### src/rtl/core/pve_pkg.sv
// Shared constants and types for the pointer velocity estimator.
// No dependencies.
package pve_pkg;
    localparam int DEPTH_DEF = 8;
    localparam int POS_W     = 16;
    localparam int TIME_W    = 32;
    localparam int VEL_W     = 27;
    localparam int SCALE     = 1000;
    localparam int NUM_W     = 28;  // |dx*1000| < 2^27, plus sign
    localparam logic OP_START  = 1'b0;
    localparam logic OP_APPEND = 1'b1;
endpackage

### src/rtl/core/pve_div.sv
// Sequential signed divider: quotient truncated toward zero, one bit a cycle.
// Depends on pve_pkg.
module pve_div (
    input  logic                             i_clk,
    input  logic                             i_rst_n,
    input  logic                             i_start,
    input  logic signed [pve_pkg::NUM_W-1:0] i_num,
    input  logic [pve_pkg::TIME_W-1:0]       i_den,
    output logic                             o_done,
    output logic signed [pve_pkg::VEL_W-1:0] o_quo
);
    localparam int NW = pve_pkg::NUM_W;
    localparam int DW = pve_pkg::TIME_W;
    localparam int CW = $clog2(NW + 1);

    logic [NW-1:0] r_q, n_q;
    logic [DW:0]   r_rem, n_rem;
    logic [DW-1:0] r_den;
    logic          r_neg;
    logic [CW-1:0] r_cnt;
    logic          r_busy;
    logic [DW:0]   w_try;
    logic [NW-1:0] w_mag;

    assign w_mag = i_num[NW-1] ? NW'(-i_num) : i_num;

    always_comb begin
        w_try = {r_rem[DW-1:0], r_q[NW-1]};
        n_q   = {r_q[NW-2:0], 1'b0};
        n_rem = w_try;
        if (w_try >= {1'b0, r_den}) begin
            n_rem = w_try - {1'b0, r_den};
            n_q[0] = 1'b1;
        end
    end

    always_ff @(posedge i_clk) begin
        if (!i_rst_n) begin
            r_busy <= 1'b0;
            r_cnt  <= '0;
            o_done <= 1'b0;
        end else begin
            o_done <= 1'b0;
            if (i_start) begin
                r_busy <= 1'b1;
                r_cnt  <= CW'(NW);
            end else if (r_busy) begin
                r_cnt <= r_cnt - 1'b1;
                if (r_cnt == CW'(1)) begin
                    r_busy <= 1'b0;
                    o_done <= 1'b1;
                end
            end
        end
    end

    always_ff @(posedge i_clk) begin
        if (i_start) begin
            r_q   <= w_mag;
            r_rem <= '0;
            r_den <= i_den;
            r_neg <= i_num[NW-1];
        end else if (r_busy) begin
            r_q   <= n_q;
            r_rem <= n_rem;
        end
    end

    assign o_quo = r_neg ? -pve_pkg::VEL_W'(r_q) : pve_pkg::VEL_W'(r_q);
endmodule

### src/rtl/core/pointer_velocity_estimator_core.sv
// A sample with the same time as the oldest skips the dividers. One item walks at a
// time through the two bit-serial dividers, one for x and one for y; a new item is
// taken the cycle after the result moves to the output register, even while it waits.
// Reset clears control state; the history memory is not cleared, only entries
// written in the current track are read.
module pointer_velocity_estimator_core #(
    parameter int DEPTH = pve_pkg::DEPTH_DEF
) (
    input  logic        i_clk,
    input  logic        i_rst_n,
    input  logic        s_axis_tvalid,
    output logic        s_axis_tready,
    input  logic [63:0] s_axis_tdata,  // pos_x[15:0], pos_y[31:16], timestamp_ms[63:32]
    input  logic        s_axis_tuser,  // opcode
    output logic        m_axis_tvalid,
    input  logic        m_axis_tready,
    output logic [55:0] m_axis_tdata   // velocity_x[26:0], velocity_y[53:27], zero pad
);
    localparam int AW = (DEPTH > 1) ? $clog2(DEPTH) : 1;
    localparam int FW = $clog2(DEPTH + 1);
    localparam int PW = pve_pkg::POS_W;
    localparam int TW = pve_pkg::TIME_W;
    localparam int VW = pve_pkg::VEL_W;
    localparam int MW = 2 * PW + TW;

    localparam logic [2:0] ST_IDLE = 3'd0, ST_RDREF = 3'd1, ST_REF = 3'd2,
                           ST_RD = 3'd3, ST_CMP = 3'd4, ST_DIV = 3'd5, ST_OUT = 3'd6;

    logic [MW-1:0] r_mem [DEPTH];
    logic [MW-1:0] r_rdata;
    logic [AW-1:0] r_wslot, r_oldest, r_idx;
    logic [FW-1:0] r_fill, r_k;
    logic [2:0]    r_st;
    logic signed [PW-1:0] r_rx, r_ry;
    logic [TW-1:0] r_rt, r_dt;
    logic signed [pve_pkg::NUM_W-1:0] r_nx, r_ny;
    logic signed [VW-1:0] r_ax, r_ay;
    logic          r_dstart;
    logic          w_xdone, w_ydone;
    logic signed [VW-1:0] w_vx, w_vy;
    logic [FW-1:0] w_fill;
    logic [AW-1:0] w_slot, w_next;
    logic signed [PW-1:0] w_sx, w_sy;
    logic [TW-1:0] w_st;
    logic signed [PW:0] w_dx, w_dy;
    logic          w_load;

    assign s_axis_tready = (r_st == ST_IDLE);
    // move the result into the output register once that register is free
    assign w_load = (r_st == ST_OUT) && (!m_axis_tvalid || m_axis_tready);
    assign w_slot = (s_axis_tuser == pve_pkg::OP_START) ? '0 : r_wslot;
    assign w_next = (w_slot == AW'(DEPTH - 1)) ? '0 : w_slot + 1'b1;
    assign w_fill = (s_axis_tuser == pve_pkg::OP_START) ? FW'(1) :
                    (r_fill == FW'(DEPTH)) ? r_fill : r_fill + 1'b1;
    assign w_sx = r_rdata[PW-1:0];
    assign w_sy = r_rdata[2*PW-1:PW];
    assign w_st = r_rdata[MW-1:2*PW];
    assign w_dx = {w_sx[PW-1], w_sx} - {r_rx[PW-1], r_rx};
    assign w_dy = {w_sy[PW-1], w_sy} - {r_ry[PW-1], r_ry};

    always_ff @(posedge i_clk) begin
        if (s_axis_tvalid && s_axis_tready) r_mem[w_slot] <= s_axis_tdata;
        r_rdata <= r_mem[r_idx];
    end

    pve_div u_div_x (.i_clk, .i_rst_n, .i_start(r_dstart), .i_num(r_nx), .i_den(r_dt),
                     .o_done(w_xdone), .o_quo(w_vx));
    pve_div u_div_y (.i_clk, .i_rst_n, .i_start(r_dstart), .i_num(r_ny), .i_den(r_dt),
                     .o_done(w_ydone), .o_quo(w_vy));

    function automatic logic signed [VW-1:0] fold(logic signed [VW-1:0] a,
                                                 logic signed [VW-1:0] v);
        logic signed [VW:0] s;
        s = {a[VW-1], a} + {v[VW-1], v};
        return (a == '0) ? v : s[VW:1];  // arithmetic shift = floor half
    endfunction

    always_ff @(posedge i_clk) begin
        if (!i_rst_n) begin
            r_st <= ST_IDLE; r_wslot <= '0; r_fill <= '0;
            m_axis_tvalid <= 1'b0; r_dstart <= 1'b0;
        end else begin
            r_dstart <= 1'b0;
            if (w_load) begin
                m_axis_tvalid <= 1'b1;
                m_axis_tdata  <= {2'b00, r_ay, r_ax};
            end else if (m_axis_tvalid && m_axis_tready) begin
                m_axis_tvalid <= 1'b0;
            end
            unique case (r_st)
                ST_IDLE: if (s_axis_tvalid && s_axis_tready) begin
                    r_wslot <= w_next;
                    r_fill  <= w_fill;
                    r_oldest <= (w_fill == FW'(DEPTH)) ? w_next : '0;
                    r_idx   <= (w_fill == FW'(DEPTH)) ? w_next : '0;
                    r_ax <= '0; r_ay <= '0;
                    r_k  <= FW'(1);
                    r_st <= ST_RDREF;
                end
                ST_RDREF: r_st <= ST_REF;  // read latency
                ST_REF: begin
                    r_rx <= w_sx; r_ry <= w_sy; r_rt <= w_st;
                    if (r_k >= r_fill) r_st <= ST_OUT;
                    else begin
                        r_idx <= (r_oldest == AW'(DEPTH - 1)) ? '0 : r_oldest + 1'b1;
                        r_st  <= ST_RD;
                    end
                end
                ST_RD: r_st <= ST_CMP;
                ST_CMP: begin
                    r_dt <= w_st - r_rt;
                    r_nx <= pve_pkg::NUM_W'(w_dx * pve_pkg::SCALE);
                    r_ny <= pve_pkg::NUM_W'(w_dy * pve_pkg::SCALE);
                    if (w_st != r_rt) begin
                        r_dstart <= 1'b1;
                        r_st <= ST_DIV;
                    end else if (r_k + 1'b1 >= r_fill) r_st <= ST_OUT;
                    else begin
                        r_k <= r_k + 1'b1;
                        r_idx <= (r_idx == AW'(DEPTH - 1)) ? '0 : r_idx + 1'b1;
                        r_st <= ST_RD;
                    end
                end
                ST_DIV: if (w_xdone && w_ydone) begin
                    r_ax <= fold(r_ax, w_vx);
                    r_ay <= fold(r_ay, w_vy);
                    if (r_k + 1'b1 >= r_fill) r_st <= ST_OUT;
                    else begin
                        r_k <= r_k + 1'b1;
                        r_idx <= (r_idx == AW'(DEPTH - 1)) ? '0 : r_idx + 1'b1;
                        r_st <= ST_RD;
                    end
                end
                ST_OUT: if (w_load) r_st <= ST_IDLE;
                default: r_st <= ST_IDLE;
            endcase
        end
    end
endmodule

### config.mk
export PLATFORM = sky130hd
export DESIGN_NAME = pointer_velocity_estimator_core
export DESIGN_NICKNAME = d
export VERILOG_FILES = /design/src/rtl/core/pve_pkg.sv /design/src/rtl/core/pve_div.sv /design/src/rtl/core/pointer_velocity_estimator_core.sv
export SDC_FILE = /design/constraint.sdc
export NUM_CORES = 2
export LEC_CHECK = 0
export ABC_AREA = 1
export BUFFER_PORTS_ARGS = -buffer_cell sky130_fd_sc_hd__clkbuf_2
export CORE_MARGIN = 1
export CORE_UTILIZATION = 60
export CTS_CLUSTER_SIZE = 40
export DETAILED_ROUTE_END_ITERATION = 10
export PLACE_DENSITY_LB_ADDON = 0.12
export SYNTH_ARGS = -nofsm -noshare
export SYNTH_HDL_FRONTEND = slang
export SYNTH_HIERARCHICAL = 1
export SYNTH_SLANG_ARGS = --single-unit
### constraint.sdc
create_clock -name i_clk -period 6.4 [get_ports i_clk]
set_input_delay 0.64 -clock i_clk [delete_from_list [all_inputs] [get_ports i_clk]]
set_output_delay 0.64 -clock i_clk [all_outputs]
set_load 0.05 [all_outputs]
[Word-level counts from Yosys, hierarchy flattened]
Memories as Yosys holds them, arrays and structs flattened. A register that Yosys moved wholly into a read port is not among the register bits.
Cells that the tools add are included.
Cells by class
  order comparisons: 4
  multiply operators: 2
  add/subtract/negate cells: 18
  reductions and logical operators: 27
  equality and inequality tests: 19
  multiplexer cells: 61
  bitwise gates (word level): 3
Operator list (number)
  2-to-1 mux 27 bit: 7
  2-to-1 mux 28 bit: 6
  one-hot mux 27 bit (2 select lines): 2
  subtractor 32 bit: 3
  greater-or-equal comparator 33 x 32 -> 1 bit: 2
  2-to-1 mux 32 bit: 2
  adder 27 x 27 -> 28 bit: 2
  negation 28 bit: 2
  logical NOT 27 bit: 2
  negation 27 bit: 2
  multiplier 17 x 8 -> 25 bit, second input constant: 2
  2-to-1 mux 3 bit: 16
  subtractor 16 x 16 -> 17 bit: 2
  != test 32 bit: 1
  2-to-1 mux 4 bit: 6
  one-hot mux 3 bit (7 select lines): 1
  2-to-1 mux 5 bit: 4
  == test 3 bit, second input constant: 6
  2-to-1 mux 1 bit: 15
  one-hot mux 3 bit (4 select lines): 1
  one-hot mux 4 bit (3 select lines): 1
  == test 5 x 1 -> 1 bit, second input constant: 2
  subtractor 5 x 1 -> 5 bit, second input constant: 2
  adder 3 x 1 -> 3 bit, second input constant: 3
  22 further kinds: 42
Storage, ports and cells
  register bits: 444
  memories kept: 1
  bits in writable memories: 512
Memory list
  r_mem: depth 8, bits a word 64, read ports 1, clocked after memory_dff 1, wr ports 1, line pointer_velocity_estimator_core.sv:29  | logic [MW-1:0] r_mem [DEPTH];

[Depth between registers and ports, before layout]
  word-level depth: 7
  gate-level depth with buffers: 31
  depth with buffers taken out: 31

[Cells and area by module]
The synthesis kept the hierarchy.
Modules (own cells, without submodules)
  pointer_velocity_estimator_core: seq. area each 24823.8 um2, area an instance 46131.7 um2, cells an instance 4742, times used 1
  pve_div (u_div_x): seq. area each 2612.5 um2, area an instance 8069.0 um2, cells an instance 1221, times used 1
  pve_div (u_div_y): seq. area each 2612.5 um2, area an instance 7747.4 um2, cells an instance 1167, times used 1

[Least setup slack after synthesis]
OpenSTA, ideal clock, no wires.
  path kind: input port to flip-flop
  from: input s_axis_tvalid
  to: memory r_mem[1][0] (netlist name) (enable)
  arrival: 5367 ps
  cell stages on the path: 4
  required time: 5835 ps
  slack: 468 ps
  library setup time: 565 ps
  path through: inv_1 > nor2_1 > clkinv_1 > nor3_1
Between the ends
  longest elaborated chain between the ends: 3
RTL lines
  start: declaration: line pointer_velocity_estimator_core.sv:11  | input logic s_axis_tvalid,
  logical AND 1 bit: line pointer_velocity_estimator_core.sv:62  | if (s_axis_tvalid && s_axis_tready) r_mem[w_slot] <= s_axis_tdata;
  2-to-1 mux 1 bit: line pointer_velocity_estimator_core.sv:62
  2-to-1 mux 1 bit (not written as such): line pointer_velocity_estimator_core.sv:62
  end: declaration: line pointer_velocity_estimator_core.sv:29
Every way passes these cells.

[Final worst setup path]
  from: register r_rdata[0], read port of r_mem
  to: register r_nx[26] (netlist name), data pin
Between the ends
  longest elaborated chain between the ends: 2
RTL lines
  start: declaration: line pointer_velocity_estimator_core.sv:30  | logic [MW-1:0] r_rdata;
  subtractor 16 x 16 -> 17 bit: line pointer_velocity_estimator_core.sv:58  | assign w_dx = {w_sx[PW-1], w_sx} - {r_rx[PW-1], r_rx};
  multiplier 17 x 8 -> 25 bit: line pointer_velocity_estimator_core.sv:112  | r_nx <= pve_pkg::NUM_W'(w_dx * pve_pkg::SCALE);
  end signal: assignment: line pointer_velocity_estimator_core.sv:112
  end: declaration: line pointer_velocity_estimator_core.sv:36  | logic signed [pve_pkg::NUM_W-1:0] r_nx, r_ny;
Every way passes these cells.
A chain may end at the register's enable or synchronous reset.

==> impl_metrics.json <==
{
  "tightest_slew_ns": 1.087,
  "layout-drive-gt1-share_pct": 6.610,
  "drv.max_cap_violation_count": 0,
  "start_kind": "flip-flop",
  "hpwl_mm": 99.40,
  "synth.avg_cell_area_sq_um": 8.688,
  "portBuffers": 124,
  "max_freq_mhz": 170.6,
  "crit_type": "reg -> reg",
  "netlist_instances": 7130,
  "fin_crit_ns": 5.861,
  "insertion_delay_ns": 0.73,
  "cts_tree": "done",
  "clkTransAtPathRegs_ns": 0.06,
  "first_pass_iters": 6,
  "grt_pass1_wl_mm": 227.3,
  "nNetsFinal": 7765,
  "worstHoldPathType": "in -> reg",
  "design.die.area_sq_um": 104500,
  "core_area_sq_um": 102000,
  "cp-end-kind": "flip-flop",
  "maxSlewViolCount": 0,
  "setup-violations-final": 0,
  "synthDistinctLibCells": 62,
  "synth-edff-count": 898,
  "r2r_setup_slack_ns": 0.54,
  "wl_per_cell_um": 16.28,
  "antenna_left": 0,
  "ys_async_sr_fraction_pct": 0,
  "cts_made_buffers": 107,
  "critPathLaunch": "r_rdata[0]$_DFF_P_",
  "status": "finished, final reports clean",
  "cp_data_arrival_time_ns": 6.30,
  "placementRows": 117,
  "viasPerCell": 5.379,
  "required_ns": 6.84,
  "antenna_found_initial": 8,
  "gp_congestion": 0.9843,
  "cpPeakStageDelay_ns": 0.53,
  "die_h_um": 323.3,
  "fp.dieW_um": 323.3,
  "synthToLayoutAreaGrowth_pct": 9.125,
  "crit_fanout": 8,
  "synthFlopType": "edfxtp_1",
  "cts.path.max_buffers": 3,
  "grt_use_total_pct": 27.19,
  "grt_setup_unrepaired": "false",
  "skew_ns": 0.04910,
  "crit_top_cell": "inv_1",
  "post_cts_resized": 0,
  "period_share_pct": 91.58,
  "post_cts_buffers": 0,
  "crit_slowest_cell": "fa_1",
  "cts_hold_buf": 0,
  "finalSetupTns_ns": 0,
  "drc_errors": 0,
  "min_from": "s_axis_tdata[26]",
  "timing.rr.start": "r_rdata[0]$_DFF_P_",
  "postRouteWirelength_mm": 141.8,
  "slew_headroom_pct": 27.36,
  "vias": 46834,
  "h-tree-depth": 3,
  "pin_count": 127,
  "start_util_pct": 60.71,
  "drtIter0Drc": 3685,
  "synth-seq-cells": 1052,
  "syn_area_sq_um": 61950,
  "yosysSeqAreaShare_pct": 48.51,
  "hold_viol": 0,
  "grt_max_degree": 127,
  "yosys_warnings": 6,
  "overflow": 0,
  "cts_root_buffer": "clkbuf_16",
  "cts.sinks": 1052,
  "grt_pass1_vias": 44404
}
[worst max-delay path, delay by kind of cell (launching register included)]
kind / cells / cell delay [ns]
fa+ha+maj: 7 / 3.00
simple gates: 7 / 0.95
compound gates: 4 / 0.69
buf+inv: 6 / 0.48
flops: 1 / 0.32
xor+xnor: 1 / 0.15
[routing by layer]
layer,routed length (um),vias up,track usage [%]
met5,78,-,0
met2,65220,1253,44.01
met4,3041,12,7.836
met3,8360,217,3.625
met1,65080,21825,38.31
li1,-,23527,-
[synthesized netlist by cell type (all sizes together) (10+ instances only)]
cell	instances	area share [%]
a31oi	78	0.79
and2	10	0.10
nand3b	44	0.53
o21ai	463	3.8
ha	325	6.6
edfxtp	898	44
nor2	958	5.9
nand4	71	0.72
inv	1147	6.9
a21o	15	0.18
xor2	123	1.8
nand3	406	3.5
o21bai	19	0.23
o22ai	67	0.68
a21oi	232	1.9
or2	13	0.13
dfxtp	154	5.0
fa	124	4.0
buf	85	0.90
nor3	64	0.55
nand2	1610	10
nor4	16	0.17
clkbuf	86	0.53
o31ai	10	0.12
xnor2	81	1.1
[sequential cells by signal, indices dropped and copies added, names as in the netlist, 4 cells and up]
signal         cells
r_fill             4
u_div_x/r_q       28
u_div_y/r_den     32
r_rt              32
u_div_x/r_rem     32
r_ax              27
r_k                4
r_ay              27
u_div_x/r_cnt      5
u_div_y/r_rem     32
u_div_x/r_den     32
r_dt              32
u_div_y/r_cnt      5
m_axis_tdata      54
r_ry              16
r_nx              25
r_rx              16
r_mem            512
u_div_y/r_q       28
r_ny              25
r_rdata           64
[layout by cell type (no fill, tap or decap), types with 8 or more instances in the layout]
master	count
xnor2_1	81
o21ai_0	420
nand2_2	41
o21ai_1	38
clkbuf_16	107
and2_1	10
nor2_1	930
nand3_2	21
clkinv_2	17
o31ai_1	10
dfxtp_1	153
o21bai_1	19
clkbuf_2	124
a21oi_1	227
nor4_1	15
a31oi_1	78
nand2_1	1565
inv_2	18
clkbuf_1	18
bufinv_16	15
buf_4	42
fa_1	124
xor2_1	122
o22ai_1	67
clkbuf_8	8
clkinv_1	16
ha_1	325
nand4_1	71
clkinvlp_4	9
nor2_2	20
edfxtp_1	898
nand3_1	384
nor3_2	9
nor3_1	55
nand3b_1	44
inv_1	1126
a21o_1	15
conb_1	14
or2_2	10
[metrics by stage]
step           hold slack, ns  setup slack (ns)  util, %  instance area (sq um)  instances
2_1_floorplan          0.4082            0.4680        -                  62000       7143
3_3_place_gp           0.4147            0.7388    62.59                  63870       8506
3_5_place_dp           0.4291            0.6064    62.59                  63870       8506
4_1_cts                0.1354            0.5664    66.25                  67600       8705
5_1_grt                0.1702            0.1626    66.25                  67600       8707
6_report               0.1876            0.5388    66.25                  67600       8707
[path summary, 6_finish.rpt]
check / to / depth (start not counted)
max: r_nx[26]$_DFFE_PP_ / 25
min reg2reg: u_div_x/r_den[31]$_DFFE_PP_ / 0
min: r_mem[7][26]$_DFFE_PP_ / 1
max reg2reg: r_nx[26]$_DFFE_PP_ / 25
[final cells by class]
cell class,instances,area (sq um)
Inverter,1152,4339
Clock inverter,66,875.8
Timing Repair Buffer,166,935.9
Sequential cell,1052,30050
Multi-Input combinational cell,4768,26830
Tap cell,1368,1712
Fill cell,8394,34430
Antenna cell,2,5.005
Clock buffer,133,2855
[kinds of logic (layout without fill, tap and decap cells)]
kind of cell	Yosys count	count (layout)	synth area share [%]
AO/OA/AOI/OAI	907	907	8.000
buffers and inverters	1323	1517	8.416
adder cells (fa/ha/maj)	449	449	10.57
other	1	16	0.006053
flip-flops	1052	1052	48.51
XOR/XNOR	204	204	2.915
AND/OR/NAND/NOR	3194	3194	21.59
Power is not shown: default switching activity piles up to over one toggle a cycle in this logic, so the estimate is an artifact.
